`config.mk`:
```
export PLATFORM = sky130hd
export DESIGN_NAME = hmb_fifo
export DESIGN_NICKNAME = d
export VERILOG_FILES = /design/src/rtl/hmb_pkg.sv /design/src/rtl/hmb_fifo.sv
export SDC_FILE = /design/constraint.sdc
export NUM_CORES = 1
export LEC_CHECK = 0
export BUFFER_PORTS_ARGS = -buffer_cell sky130_fd_sc_hd__buf_2
export CAP_MARGIN = 40
export CORE_MARGIN = 5
export CORE_UTILIZATION = 52
export CTS_CLUSTER_DIAMETER = 60
export DETAILED_ROUTE_END_ITERATION = 8
export GPL_ROUTABILITY_DRIVEN = 0
export PLACE_DENSITY = 0.91
export RECOVER_POWER = 50
export SETUP_SLACK_MARGIN = 0.2
export SYNTH_ARGS = -nofsm -noshare
export SYNTH_HDL_FRONTEND = slang
export SYNTH_SLANG_ARGS = --single-unit
```
`constraint.sdc`:
```
create_clock -name clk_i -period 10.2 [get_ports clk_i]
set_input_delay 0.51 -clock clk_i [delete_from_list [all_inputs] [get_ports clk_i]]
set_output_delay 0.51 -clock clk_i [all_outputs]
set_load 0.01 [all_outputs]
```
`src/rtl/hmb_pkg.sv`:
```
package hmb_pkg;

  typedef enum logic [1:0] {
    CLS_FWD,
    CLS_BWD,
    CLS_SPLIT
  } cls_e;

  typedef enum logic [2:0] {
    F_IDLE,
    F_PARA,
    F_TRANS,
    F_SQ,
    F_ROOT,
    F_PUSH
  } front_state_e;

  typedef enum logic [2:0] {
    B_IDLE,
    B_SQ,
    B_MASS,
    B_DIV,
    B_FIN
  } back_state_e;

  // Register indexes on the configuration port (byte address / 4)
  localparam logic [1:0] REG_AXIS_X = 2'd0;
  localparam logic [1:0] REG_AXIS_Y = 2'd1;
  localparam logic [1:0] REG_AXIS_Z = 2'd2;

  localparam logic signed [15:0] AXIS_X_RESET = 16'sd0;
  localparam logic signed [15:0] AXIS_Y_RESET = 16'sd0;
  localparam logic signed [15:0] AXIS_Z_RESET = 16'sd16384;

  // One classified particle, as handed from front to back
  typedef struct packed {
    logic signed [23:0] mom_x;
    logic signed [23:0] mom_y;
    logic signed [23:0] mom_z;
    logic [23:0]        energy;
    logic               last;
    cls_e               cls;
    logic [31:0]        trans;
    logic [24:0]        pmag;
  } part_t;

  typedef struct packed {
    logic full;
    logic empty;
  } q_stat_t;

  // State of one bit-per-step square root
  typedef struct packed {
    logic [63:0] v;
    logic [63:0] r;
  } root_t;

endpackage

```
`src/rtl/hmb_fifo.sv`:
```
module hmb_fifo #(
  parameter int unsigned DEPTH = 2
) (
  input  logic             clk_i,
  input  logic             rst_ni,
  input  logic             push_i,
  input  hmb_pkg::part_t   data_i,
  input  logic             pop_i,
  output hmb_pkg::part_t   data_o,
  output hmb_pkg::q_stat_t stat_o
);
  import hmb_pkg::*;

  localparam int unsigned AW = $clog2(DEPTH);

  part_t         mem_q [DEPTH];
  logic [AW-1:0] wp_q, wp_d, rp_q, rp_d;
  logic [AW:0]   cnt_q, cnt_d;

  always_comb begin
    wp_d  = wp_q;
    rp_d  = rp_q;
    cnt_d = cnt_q;
    if (push_i) begin
      wp_d = (wp_q == AW'(DEPTH - 1)) ? '0 : wp_q + 1'b1;
    end
    if (pop_i) begin
      rp_d = (rp_q == AW'(DEPTH - 1)) ? '0 : rp_q + 1'b1;
    end
    unique case ({push_i, pop_i})
      2'b10:   cnt_d = cnt_q + 1'b1;
      2'b01:   cnt_d = cnt_q - 1'b1;
      default: cnt_d = cnt_q;
    endcase
  end

  assign data_o       = mem_q[rp_q];
  assign stat_o.full  = (cnt_q == (AW + 1)'(DEPTH));
  assign stat_o.empty = (cnt_q == '0);

  always_ff @(posedge clk_i or negedge rst_ni) begin
    if (!rst_ni) begin
      wp_q  <= '0;
      rp_q  <= '0;
      cnt_q <= '0;
    end else begin
      wp_q  <= wp_d;
      rp_q  <= rp_d;
      cnt_q <= cnt_d;
    end
  end

  always_ff @(posedge clk_i) begin
    if (push_i) begin
      mem_q[wp_q] <= data_i;
    end
  end

  a_no_overflow: assert property (@(posedge clk_i) disable iff (!rst_ni)
    push_i |-> !stat_o.full)
    else $error("queue written while full");

  a_no_underflow: assert property (@(posedge clk_i) disable iff (!rst_ni)
    pop_i |-> !stat_o.empty)
    else $error("queue read while empty");

  a_count_bound: assert property (@(posedge clk_i) disable iff (!rst_ni)
    cnt_q <= (AW + 1)'(DEPTH))
    else $error("queue fill count out of range");

endmodule

```
Word-level counts from Yosys, hierarchy flattened
Memories as Yosys holds them, arrays and structs flattened.
Cells that the tools add are included.
{ "op_classes": {"n_mux": 5, "eq_ne": 3, "reduce_logical": 2, "n_addsub": 4} }
{ "op_table": {"columns": ["cell", "count"], "rows": [
  ["2-bit == test (second input constant)", 2],
  ["1-bit two-way mux", 4],
  ["2-bit one-hot mux with 2 select lines", 1],
  ["1-bit adder (second input constant)", 2],
  ["2-bit by 1-bit adder with 2-bit output (second input constant)", 1],
  ["2-bit by 1-bit == test with 1-bit output (second input constant)", 1],
  ["2-bit zero test", 1],
  ["2-bit nonzero test", 1],
  ["2-bit by 1-bit subtractor with 2-bit output (second input constant)", 1]
]} }
{ "totals": {"mem_count": 1, "reg_bits": 4, "word_cells": 18, "ramBits": 312} }
{ "memory_table": {"columns": ["memory", "depth", "width", "rd", "rd_ports_with_merged_regs", "write_ports", "line", "rtl"], "rows": [
  ["mem_q", 2, 156, 1, 0, 1, "hmb_fifo.sv:16", "part_t mem_q [DEPTH];"]
]} }

Longest topological paths before layout
Gate-level depths: netlist (run 1).
{ "logic_depth": {"word_depth": 2, "mapped_depth": 5, "ltp_nobuf": 5} }

Least setup slack after synthesis (run 1)
Ideal clock, no wire load.
{ "synth_path": {"kind": "input to register", "from": "input push_i", "to": "memory mem_q[0][0] (netlist name) (enable)", "arrival_time_ps": 7100, "required_ps": 9522, "n_path_buf": 0, "cell_stages": 2, "setup_slack_ps": 2422, "path_cell_list": "inv_1 nor2_1"} }
{ "synth_via": {"elab_chain_len": 2} }
{ "synth_rtl": {"columns": ["item", "line", "rtl"], "rows": [
  ["start, declared", "hmb_fifo.sv:6", "input logic push_i,"],
  ["1-bit two-way mux", "hmb_fifo.sv:54", "if (push_i) begin"],
  ["1-bit two-way mux (not written as such)", "hmb_fifo.sv:55", "mem_q[wp_q] <= data_i;"],
  ["end, declared", "hmb_fifo.sv:16", null]
]} }
Every way passes these cells.

==> results of run 1 <==
==> synth_stat cells <==
library cell / n / area [µm²]
sky130_fd_sc_hd__and2_1: 1 / 6.26
sky130_fd_sc_hd__buf_2: 2 / 10.0
sky130_fd_sc_hd__buf_4: 2 / 15.0
sky130_fd_sc_hd__buf_6: 13 / 146
sky130_fd_sc_hd__dfrtp_1: 4 / 100
sky130_fd_sc_hd__edfxtp_1: 312 / 9370
sky130_fd_sc_hd__ha_1: 1 / 12.5
sky130_fd_sc_hd__inv_1: 1 / 3.75
sky130_fd_sc_hd__mux2_2: 156 / 1760
sky130_fd_sc_hd__nor2_1: 3 / 11.3
sky130_fd_sc_hd__nor2b_1: 1 / 6.26
sky130_fd_sc_hd__xnor2_1: 2 / 17.5
sky130_fd_sc_hd__xor2_1: 3 / 26.3
==> kinds of logic after synthesis <==
logic type               Yosys count  synth area share, %
multiplexers                     156                 15.3
XOR/XNOR                           5                0.381
buffers and inverters             18                 1.53
adder cells (fa/ha/maj)            1                0.109
AND/OR/NAND/NOR                    5                0.207
flip-flops                       316                 82.5
==> worst reg2reg max path: cells and delay by family, from the launching register on <==
family                 cells  cell delay, ns
buffers and inverters      1            0.94
flip-flops                 1            0.38
AND/OR/NAND/NOR            1            2.13
==> where the power goes <==
group	leakage, nW	total, W	switching (W)	internal, W
Clock	0.422	0.000979	0.000427	0.000552
Sequential	2.97	0.00182	0.0000876	0.00173
Combinational	1.72	0.00107	0.000587	0.000487
==> stage by stage <==
| stage | hold slack [ns] | util (%) | cell area, µm² | setup slack (ns) |
|---|---|---|---|---|
| 4_1_cts | 0.125 | 65.2 | 14200 | 6.20 |
| 2_1_floorplan | 0.214 | - | 11500 | 2.42 |
| 3_5_place_dp | 0.324 | 61.2 | 13300 | 6.78 |
| 6_report | 0.163 | 64.7 | 14100 | 6.27 |
| 5_1_grt | 0.125 | 64.7 | 14100 | 5.95 |
| 3_3_place_gp | 0.323 | 61.2 | 13300 | 6.78 |
==> area by class of cell <==
type / count / area [µm²]
antenna: 2 / 5.00
clock buffer: 39 / 806
clock inverter: 14 / 65.1
fill: 1525 / 7670
inverter: 1 / 3.75
multi-input combinational: 167 / 1840
sequential: 316 / 9470
tap: 280 / 350
timing repair buffer: 325 / 1550
==> what timing repair did <==
action                                 CTS  global route
endpoints found under the hold margin    4             0
gates resized for setup                  0             0
hold buffers                             1             0
==> layer usage <==
layer  vias to the layer above  routed length (µm)
met2                       253               12000
li1                       2695                   -
met1                      2882                8390
met4                         2                 722
met5                         -                  15
met3                        49                1990
==> how the worst max path moves through the flow <==
stage	end	depth (start not counted)	slack [ns]	start
finish	data_o[116]	4	6.27	rp_q$_DFFE_PN0P_
global route	mem_q[1][154]$_DFFE_PP_	2	5.95	wp_q$_DFFE_PN0P_
CTS	data_o[145]	4	6.20	rp_q$_DFFE_PN0P_
detailed placement	data_o[145]	4	6.78	rp_q$_DFFE_PN0P_
global placement	data_o[13]	4	6.78	rp_q$_DFFE_PN0P_
floorplan	mem_q[0][0]$_DFFE_PP_	2	2.42	push_i
==> flip-flops by register name, indices dropped and copies added, names as in the netlist <==
signal,cells
mem_q,312
wp_q,1
rp_q,1
cnt_q,2
==> implementation parameters, run 1 <==
Parameter                              Value

Place
  Cell count after placement ... 1088
  Number of port buffers ... 317
  HPWL after DPL ... 15800 µm

Setup path
  Critical path's largest stage delay ... 0.78 ns
  Required time of the critical path ... 9.69 ns
  Worst path arrival time ... 3.42 ns
  Cell at the slowest stage of the critical path ... sky130_fd_sc_hd__buf_4
  Type of the worst setup path ... register to output port
  Buffers & Inverters on Critical Path ... 3
  Reg2Reg Capture Point ... mem_q[1][104]$_DFFE_PP_
  Crit path max fanout ... 65
  Worst r2r src ... wp_q$_DFFE_PN0P_
  Worst Setup Start Kind ... register
  Cell chain of the critical path ... buf_4 -> buf_4 -> mux2_2 -> buf_2
  Worst reg-to-reg setup slack ... 6.34 ns
  Worst r2r path cells ... 2
  Critical Path End Type ... output port
  Critical path's top delay family ... buffers and inverters
  Most numerous cell on the critical path ... sky130_fd_sc_hd__buf_4

Hold path
  Hold Crit Depth ... 1
  Worst Min Path Start ... data_i[62]
  Path type of the worst min-delay path ... input port to register
  End of the worst hold path ... mem_q[0][62]$_DFFE_PP_

Power
  Static leakage ... 5.11 nW
  Final Total Pwr ... 0.00387 W
  Cell Pwr Density ... 275 nW/µm²
  Worst vdd ir ... 0.196 mV

Global routing
  Total routing usage reported by global routing ... 17.5%
  Via count of the first global-routing pass ... 6413
  Maximum number of pins on one net before global-route repair ... 66
  GR Layer Usage met1 ... 20.6%
  Met3 track demand over resource ... 4.95%
  Met2 Use GR ... 30.9%
  Initial antenna violation count ... 2
  First-pass GRT wire length ... 34000 µm
  Layer carrying the most global-route usage ... met2
  Remaining global-route overflow ... 0

CTS
  Clock Pin Slew Worst Setup and Hold Paths ... 0.06 ns
  Number of setup buffers added after CTS ... 0
  Clock Latency Late Sink ... 0.53 ns
  TritonCTS clock tree ... built
  Buffer levels on the longest clock path ... 3
  Clock tree sinks ... 316
  Cts bufs inserted ... 31
  Buffer cell driving the clock tree root ... sky130_fd_sc_hd__clkbuf_16
  Count of H-tree levels built during CTS ... 1

Timing
  Minimum period implied by the final worst setup slack ... 3.93 ns
  Maximum operating frequency ... 255 MHz
  Clock Skews ... 0.0178 ns
  Final Hold Vio Count ... 0
  Worst Tran Pin Value ... 2.92 ns
  Setup repair after global routing missed its margin ... false
  Max-slew violation count ... 96
  Number of failing setup endpoints in the final timing report ... 0
  Worst slew slack as a fraction of its limit ... -95.0%
  Share of the cycle needed by the critical path after routing ... 38.5%
  Setup TNS ... 0 ns

Routing
  Number of design rule violations left after detail routing ... 0
  Total number of vias ... 5881
  Number of nets with antenna violations after routing ... 0
  Number of detailed-route iterations in the first pass ... 4
  Average wire per cell in the routed design ... 20.2 µm
  Overall routed net length ... 23200 µm
  Detailed router's first-iteration violation count ... 315
  Drt via density ... 5.14

Die
  Area of the die ... 25200 µm²
  Area of the core region ... 21800 µm²
  Vertical die dimension ... 159 µm
  Die Wd ... 159 µm
  Initial Utilization ... 52.8%
  Core Rows ... 54
  Boundary pin count ... 318

Cells and area
  Most common cell after layout, fill and taps aside ... sky130_fd_sc_hd__edfxtp_1
  Final-stage net count ... 1003
  Commonest cells after routing, fill and taps aside ... sky130_fd_sc_hd__edfxtp_1 (312), sky130_fd_sc_hd__buf_2 (238), sky130_fd_sc_hd__mux2_2 (156)
  Number of standard cells in the layout, taps in and fillers out ... 1144
  Syn-to-layout area delta ... 22.7%
  Fraction of layout instances using a drive strength above 1 ... 50.7%

Synth
  Avg Cell Area, Syn ... 22.9 µm²
  Unique cell type count in the Yosys netlist ... 13
  Summed instance area of the synthesized netlist ... 11500 µm²
  Post-Syn Instances ... 501
  Count of synthesis-stage warnings from yosys ... 0
  Post-Synthesis Net Count ... 662
  Sequential cell area fraction in the yosys report ... 82.5%
  Post-synthesis register bit count ... 316

Status
  Failing checks ... max-capacitance violations, max-slew violations
  Outcome ... complete, but fails checks

Run
  MaxCap Viol Count ... 2
No activity file was read; power rests on OpenSTA's default activity.
==> run 2, diff against run 1 <==
--- a/config.mk
+++ b/config.mk
@@ -5,14 +5,15 @@
 export SDC_FILE = /design/constraint.sdc
 export NUM_CORES = 1
 export LEC_CHECK = 0
+export ABC_AREA = 1
 export BUFFER_PORTS_ARGS = -buffer_cell sky130_fd_sc_hd__buf_2
 export CAP_MARGIN = 40
 export CORE_MARGIN = 5
-export CORE_UTILIZATION = 52
+export CORE_UTILIZATION = 48
 export CTS_CLUSTER_DIAMETER = 60
 export DETAILED_ROUTE_END_ITERATION = 8
 export GPL_ROUTABILITY_DRIVEN = 0
-export PLACE_DENSITY = 0.91
+export PLACE_DENSITY = 0.89
 export RECOVER_POWER = 50
 export SETUP_SLACK_MARGIN = 0.2
 export SYNTH_ARGS = -nofsm -noshare
==> constraint.sdc (replaced) <==
create_clock -name clk_i -period 3.2 [get_ports clk_i]
set_input_delay 0.16 -clock clk_i [delete_from_list [all_inputs] [get_ports clk_i]]
set_output_delay 0.16 -clock clk_i [all_outputs]
set_load 0.01 [all_outputs]
==> implementation parameters, run 2 <==
Parameter                              Value

Cells and area
  Final-stage net count ... 1485 (+48%)
  Commonest cells after routing, fill and taps aside ... sky130_fd_sc_hd__edfxtp_1 (312), sky130_fd_sc_hd__buf_2 (191), sky130_fd_sc_hd__inv_1 (161), sky130_fd_sc_hd__dlygate4sd3_1 (161), sky130_fd_sc_hd__nand2_1 (160)
  Largest registers in the final layout ... mem_q x312, cnt_q x2
  Fillers ... 1677 (+10%)
  Syn-to-layout area delta ... 35.6%
  Ant diodes ... 0 (-2)
  Largest register FFs ... 312 (unchanged)
  Most common cell after layout, fill and taps aside ... sky130_fd_sc_hd__edfxtp_1
  Register containing the most flip-flops in the final layout ... mem_q
  Fraction of layout instances using a drive strength above 1 ... 23.2% (-27 points)
  Util after Layout ... 65.6% (+0.88 points)

Timing
  Max-slew violation count ... 158 (+65%)
  Setup TNS ... 0 ns (unchanged)
  Number of failing setup endpoints in the final timing report ... 0 (unchanged)
  Minimum period implied by the final worst setup slack ... 2.58 ns
  Final Hold Vio Count ... 0 (unchanged)
  Setup repair after global routing missed its margin ... false
  Maximum operating frequency ... 388 MHz
  Clock Skews ... 0.0149 ns (-0.00299 ns)
  Share of the cycle needed by the critical path after routing ... 80.5%
  Worst slew slack as a fraction of its limit ... -32.6% (+62 points)
  Worst Tran Pin Value ... 1.99 ns (-0.935 ns)

Setup path
  Cell at the slowest stage of the critical path ... sky130_fd_sc_hd__buf_2
  Cell chain of the critical path ... dlygate4sd3_1 -> clkbuf_1 -> inv_1 -> nor2_1 -> buf_2
  Critical Path End Type ... register
  Critical path's largest stage delay ... 1.44 ns (+0.66 ns)
  Required time of the critical path ... 3.26 ns (-6.43 ns)
  Worst Setup Start Kind ... input port
  Type of the worst setup path ... input port to register
  Worst path arrival time ... 2.64 ns (-0.78 ns)
  Crit path max fanout ... 83 (+28%)

Routing
  Total number of vias ... 8212 (+40%)
  Number of design rule violations left after detail routing ... 0 (unchanged)
  Detailed router's first-iteration violation count ... 754 (+140%)
  Number of detailed-route iterations in the first pass ... 5 (+1)
  Average wire per cell in the routed design ... 17.7 µm (-13%)
  Drt via density ... 4.89 (-4.9%)
  Number of nets with antenna violations after routing ... 0 (unchanged)
  Overall routed net length ... 29600 µm (+28%)

Synth
  Post-Synthesis Net Count ... 1000 (+51%)
  Yosys top cell by area ... sky130_fd_sc_hd__edfxtp_1
  Yosys top cell area share ... 77.3% (-4.3 points)
  Prevailing post-synth register cell ... sky130_fd_sc_hd__edfxtp_1
  Count of synthesis-stage warnings from yosys ... 0 (unchanged)
  Avg Cell Area, Syn ... 14.4 µm² (-37%)
  Post-Syn Instances ... 839 (+67%)
  Unique cell type count in the Yosys netlist ... 17 (+4)
  Sequential cell area fraction in the yosys report ... 78.1% (-4.4 points)
  Biggest area contributors in the synthesized netlist ... sky130_fd_sc_hd__edfxtp_1 (77%), sky130_fd_sc_hd__inv_1 (5.0%), sky130_fd_sc_hd__nand2_1 (5.0%), sky130_fd_sc_hd__o21ai_2 (4.8%), sky130_fd_sc_hd__buf_6 (2.3%)
  Summed instance area of the synthesized netlist ... 12100 µm² (+5.6%)
  Share of synthesized registers carrying an async set or reset ... 1.27% (unchanged)
  Post-synth EDFFs ... 312 (unchanged)
  Most frequent cell after synthesis ... sky130_fd_sc_hd__edfxtp_1
  Top cells by instance count after synthesis ... sky130_fd_sc_hd__edfxtp_1 (312), sky130_fd_sc_hd__inv_1 (162), sky130_fd_sc_hd__nand2_1 (161), sky130_fd_sc_hd__o21ai_2 (66), sky130_fd_sc_hd__o21ai_1 (48)
  Post-synthesis register bit count ... 316 (unchanged)

Die
  Die Wd ... 169 µm (+6.5%)
  Area of the core region ... 25000 µm² (+15%)
  Initial Utilization ... 48.4% (-4.4 points)
  Vertical die dimension ... 169 µm (+6.5%)
  Core Rows ... 58 (+7.4%)
  Area of the die ... 28500 µm² (+13%)
  Boundary pin count ... 318 (unchanged)

Status
  Outcome ... complete, but fails checks
  Failing checks ... max-capacitance violations, max-slew violations

Power
  Cell Pwr Density ... 850 nW/µm² (+210%)
  Final Total Pwr ... 0.0140 W (+260%)
  Worst vdd ir ... 0.728 mV (+270%)
  Static leakage ... 6.71 nW (+31%)

CTS
  Buffer cell driving the clock tree root ... sky130_fd_sc_hd__clkbuf_16
  CTS resizes ... 0 (unchanged)
  Number of hold buffers added after CTS ... 161 (+160)
  TritonCTS clock tree ... built
  Number of setup buffers added after CTS ... 0 (unchanged)
  Clock tree sinks ... 316 (unchanged)
  Cts bufs inserted ... 34 (+9.7%)
  Clock Latency Late Sink ... 0.49 ns (-0.04 ns)
  Buffer levels on the longest clock path ... 3 (unchanged)
  Clock Pin Slew Worst Setup and Hold Paths ... 0.06 ns (about the same)
  Count of H-tree levels built during CTS ... 2 (+1)

Global routing
  Maximum number of pins on one net before global-route repair ... 157 (+140%)
  Remaining global-route overflow ... 0 (unchanged)
  Initial antenna violation count ... 1 (-1)
  Via count of the first global-routing pass ... 8757 (+37%)
  First-pass GRT wire length ... 45700 µm (+35%)
  Total routing usage reported by global routing ... 20.3% (+2.8 points)

Place
  Number of port buffers ... 317 (unchanged)
  HPWL after DPL ... 16400 µm (+3.9%)

Run
  MaxCap Viol Count ... 2 (unchanged)

Hold path
  Path type of the worst min-delay path ... input port to register
run 2: cell types whose count changed after synthesis, sizes merged, moves of 4 or more:
| cell | change |
|---|---|
| inv | +161 |
| nand2 | +161 |
| mux2 | -156 |
| o21ai | +156 |
| buf | +14 |
| clkbuf | +4 |
run 2: path summary, 6_finish.rpt:
kind / to / slack (ns) / startpoint / cells past startpoint
worst max-delay path: mem_q[0][122]$_DFFE_PP_ / 0.62 / push_i / 5
worst min-delay path: mem_q[1][117]$_DFFE_PP_ / 0.40 / data_i[117] / 2
worst max register to register: mem_q[0][122]$_DFFE_PP_ / 0.69 / wp_q$_DFFE_PN0P_ / 2
worst min register to register: cnt_q[1]$_DFFE_PN0P_ / 0.51 / cnt_q[1]$_DFFE_PN0P_ / 2
max in group asynchronous: cnt_q[1]$_DFFE_PN0P_ / 1.85 / rst_ni / 4
min in group asynchronous: wp_q$_DFFE_PN0P_ / 0.61 / rst_ni / 3
run 2: layout make-up:
cell class                 count  area [µm²]  share of cell area, %
timing repair buffer         484        3120                   19.0
sequential                   316        9470                   57.7
clock inverter                19         173                   1.05
inverter                     162         612                   3.72
clock buffer                  42         945                   5.75
multi-input combinational    326        1700                   10.3
tap                          330         413                   2.51
run 2: through the flow:
step	setup slack, ns	hold slack, ns	instances	instance area (µm²)
after detailed placement	1.42	-0.0239	1457	13900
after CTS	0.880	0.366	1679	16600
after global routing	0.451	0.373	1679	16400
final	0.623	0.397	1679	16400
after global placement	1.43	-0.0310	1457	13900
after floorplan	0.000409	-0.136	839	12100
run 2: worst max-delay path: cells and delay by family:
kind / cells / cell delay (ns)
AND/OR/NAND/NOR: 1 / 0.15
buffers and inverters: 4 / 2.23
run 2: cell families (layout without fill, tap and decap cells):
kind of cell             count (synthesis)  count (layout)  synth area share, %
buffers and inverters                  197             707                 7.90
flip-flops                             316             316                 78.1
XOR/XNOR                                 3               3                0.217
AO/OA/AOI/OAI                          156             156                 8.49
adder cells (fa/ha/maj)                  1               1                0.103
AND/OR/NAND/NOR                        166             166                 5.17
run 2: report_power, final:
group	internal [W]	switching [W]
Sequential	0.00553	0.000274
Clock	0.00234	0.00151
Combinational	0.00146	0.00283
run 2: routing by layer:
layer | GRT usage, % | vias up | part of all wire [%]
li1 | - | 3838 | -
met1 | 22.2 | 3915 | 35
met2 | 37.9 | 366 | 54
met3 | 4.76 | 91 | 7.7
met4 | 8.19 | 2 | 3.8
met5 | 0 | - | 0.024
==> run 3, diff against run 2 <==
--- a/config.mk
+++ b/config.mk
@@ -5,15 +5,15 @@
 export SDC_FILE = /design/constraint.sdc
 export NUM_CORES = 1
 export LEC_CHECK = 0
-export ABC_AREA = 1
+export ABC_AREA = 0
 export BUFFER_PORTS_ARGS = -buffer_cell sky130_fd_sc_hd__buf_2
 export CAP_MARGIN = 40
 export CORE_MARGIN = 5
-export CORE_UTILIZATION = 48
+export CORE_UTILIZATION = 52
 export CTS_CLUSTER_DIAMETER = 60
 export DETAILED_ROUTE_END_ITERATION = 8
 export GPL_ROUTABILITY_DRIVEN = 0
-export PLACE_DENSITY = 0.89
+export PLACE_DENSITY = 0.91
 export RECOVER_POWER = 50
 export SETUP_SLACK_MARGIN = 0.2
 export SYNTH_ARGS = -nofsm -noshare
==> constraint.sdc (replaced) <==
create_clock -name clk_i -period 2.7 [get_ports clk_i]
set_input_delay 0.135 -clock clk_i [delete_from_list [all_inputs] [get_ports clk_i]]
set_output_delay 0.135 -clock clk_i [all_outputs]
set_load 0.01 [all_outputs]
==> implementation parameters, run 3 (synthesized netlist as in run 1, its figures left out) <==
Parameter                              Value

Global routing
  Total routing usage reported by global routing ... 20.8% (+0.52 points)
  First-pass GRT wire length ... 39800 µm (-13%)
  Remaining global-route overflow ... 0 (unchanged)
  Via count of the first global-routing pass ... 7357 (-16%)
  Maximum number of pins on one net before global-route repair ... 98 (-38%)
  Initial antenna violation count ... 1 (unchanged)

Routing
  Highest metal used ... met4
  Detailed router's first-iteration violation count ... 310 (-59%)
  Wire length on met1 ... 9450 µm (-7.8%)
  Number of detailed-route iterations in the first pass ... 5 (unchanged)
  Total number of vias ... 6591 (-20%)
  Average wire per cell in the routed design ... 20.6 µm (+16%)
  Overall routed net length ... 26900 µm (-9.1%)
  Number of design rule violations left after detail routing ... 0 (unchanged)
  Drt via density ... 5.03 (+2.9%)
  Wire length on met3 ... 1840 µm (-20%)
  Routed wl met2 ... 14700 µm (-7.6%)
  Number of nets with antenna violations after routing ... 0 (unchanged)

Die
  Core Rows ... 54 (-6.9%)
  Initial Utilization ... 52.8% (+4.4 points)
  Area of the core region ... 21800 µm² (-13%)
  Area of the die ... 25200 µm² (-12%)
  Die Wd ... 159 µm (-6.1%)
  Boundary pin count ... 318 (unchanged)
  Vertical die dimension ... 159 µm (-6.1%)

Timing
  Setup repair after global routing missed its margin ... false
  Worst-case hold slack ... 0.367 ns (-0.0297 ns)
  Worst slew slack as a fraction of its limit ... -4.37% (+28 points)
  Number of failing setup endpoints in the final timing report ... 0 (unchanged)
  Share of the cycle needed by the critical path after routing ... 85.1%
  Worst Tran Pin Value ... 1.57 ns (-0.424 ns)
  Minimum period implied by the final worst setup slack ... 2.30 ns
  Final Hold Vio Count ... 0 (unchanged)
  Maximum operating frequency ... 435 MHz
  Setup TNS ... 0 ns (unchanged)
  Max-slew violation count ... 120 (-24%)
  Clock Skews ... 0.0225 ns (+0.00762 ns)

Place
  HPWL after DPL ... 15300 µm (-6.7%)
  Number of port buffers ... 317 (unchanged)

CTS
  Buffer cell driving the clock tree root ... sky130_fd_sc_hd__clkbuf_16
  Number of hold buffers added after CTS ... 161 (unchanged)
  TritonCTS clock tree ... built
  Clock Pin Slew Worst Setup and Hold Paths ... 0.06 ns (about the same)
  Cts bufs inserted ... 34 (unchanged)
  CTS resizes ... 0 (unchanged)
  Buffer levels on the longest clock path ... 3 (unchanged)
  Clock Latency Late Sink ... 0.49 ns (about the same)
  Count of H-tree levels built during CTS ... 2 (unchanged)
  Number of setup buffers added after CTS ... 0 (unchanged)
  Clock tree sinks ... 316 (unchanged)

Setup path
  Critical path's top delay family ... buffers and inverters
  Cell at the slowest stage of the critical path ... sky130_fd_sc_hd__clkbuf_2
  Type of the worst setup path ... input port to register
  Cell chain of the critical path ... dlygate4sd3_1 -> clkbuf_1 -> inv_1 -> nor2_1 -> clkbuf_2
  Buffers & Inverters on Critical Path ... 4 (unchanged)
  Crit path max fanout ... 59 (-29%)
  Critical Path End Type ... register
  Worst path arrival time ... 2.38 ns (-0.26 ns)
  Critical path's largest stage delay ... 1.15 ns (-0.29 ns)
  Required time of the critical path ... 2.78 ns (-0.48 ns)
  Worst Setup Start Kind ... input port

Status
  Outcome ... complete, but fails checks
  Failing checks ... max-capacitance violations, max-slew violations

Hold path
  Path type of the worst min-delay path ... input port to register

Power
  Worst vdd ir ... 0.738 mV (+1.3%)
  Static leakage ... 5.82 nW (-13%)
  Cell Pwr Density ... 996 nW/µm² (+17%)

Cells and area
  Most common cell after layout, fill and taps aside ... sky130_fd_sc_hd__edfxtp_1
  Commonest cells after routing, fill and taps aside ... sky130_fd_sc_hd__edfxtp_1 (312), sky130_fd_sc_hd__buf_2 (198), sky130_fd_sc_hd__dlygate4sd3_1 (161)
  Largest registers in the final layout ... mem_q x312, cnt_q x2
  Register containing the most flip-flops in the final layout ... mem_q
  Fraction of layout instances using a drive strength above 1 ... 39.8% (+17 points)
  Final-stage net count ... 1166 (-21%)
  Largest register FFs ... 312 (unchanged)
  Syn-to-layout area delta ... 38.8%

Run
  MaxCap Viol Count ... 2 (unchanged)
==> run 3: final timing paths <==
| check | from | end | slack (ns) | depth (start not counted) |
|---|---|---|---|---|
| setup / recovery | push_i | mem_q[0][8]$_DFFE_PP_ | 0.40 | 5 |
| hold / removal | data_i[32] | mem_q[1][32]$_DFFE_PP_ | 0.37 | 2 |
| setup reg to reg | wp_q$_DFFE_PN0P_ | mem_q[0][8]$_DFFE_PP_ | 0.43 | 2 |
| hold reg to reg | wp_q$_DFFE_PN0P_ | wp_q$_DFFE_PN0P_ | 0.50 | 1 |
| max in group asynchronous | rst_ni | wp_q$_DFFE_PN0P_ | 1.35 | 4 |
| min in group asynchronous | rst_ni | rp_q$_DFFE_PN0P_ | 0.55 | 3 |
==> run 3: metrics by stage <==
step / utilization (%) / instances / instance area, µm² / worst slack, ns / total power (W)
floorplan: - / 501 / 11500 / -0.437 / 0.00962
global placement: 61.5 / 1088 / 13400 / 1.02 / 0.0110
detailed placement: 61.5 / 1088 / 13400 / 1.02 / 0.0111
CTS: 74.1 / 1308 / 16100 / 0.494 / 0.0160
global route: 73.2 / 1309 / 15900 / 0.293 / 0.0166
finish: 73.2 / 1310 / 15900 / 0.403 / 0.0159
==> run 3: layout make-up <==
cell class | count | area (µm²)
fillers | 1258 | 5820
well taps | 280 | 350
clock inverters | 15 | 206
inverters | 1 | 3.75
flip-flops and latches | 316 | 9470
multi-input cells | 167 | 1840
diodes | 2 | 5.00
clock buffers | 44 | 910
repair buffers | 485 | 3150
==> run 3: report_power, final <==
group / total (W) / internal, W / switching (W) / leakage (nW)
logic: 0.00441 / 0.00204 / 0.00237 / 2.30
registers: 0.00684 / 0.00653 / 0.000304 / 2.97
clock network: 0.00463 / 0.00286 / 0.00177 / 0.541
total: 0.0159 / 0.0114 / 0.00444 / 5.82
==> run 3: per-layer routing <==
| metal | GRT usage (%) | vias up |
|---|---|---|
| met5 | 0 | - |
| met4 | 8.08 | 0 |
| met3 | 4.59 | 70 |
| met2 | 38.6 | 290 |
| met1 | 23.3 | 3209 |
| li1 | - | 3022 |
==> run 3: worst reg2reg max path: stages, from the launching register on <==
cell	delay (ns)
sky130_fd_sc_hd__dfrtp_1	0.40
sky130_fd_sc_hd__nor2_1	0.22
sky130_fd_sc_hd__clkbuf_2	1.15
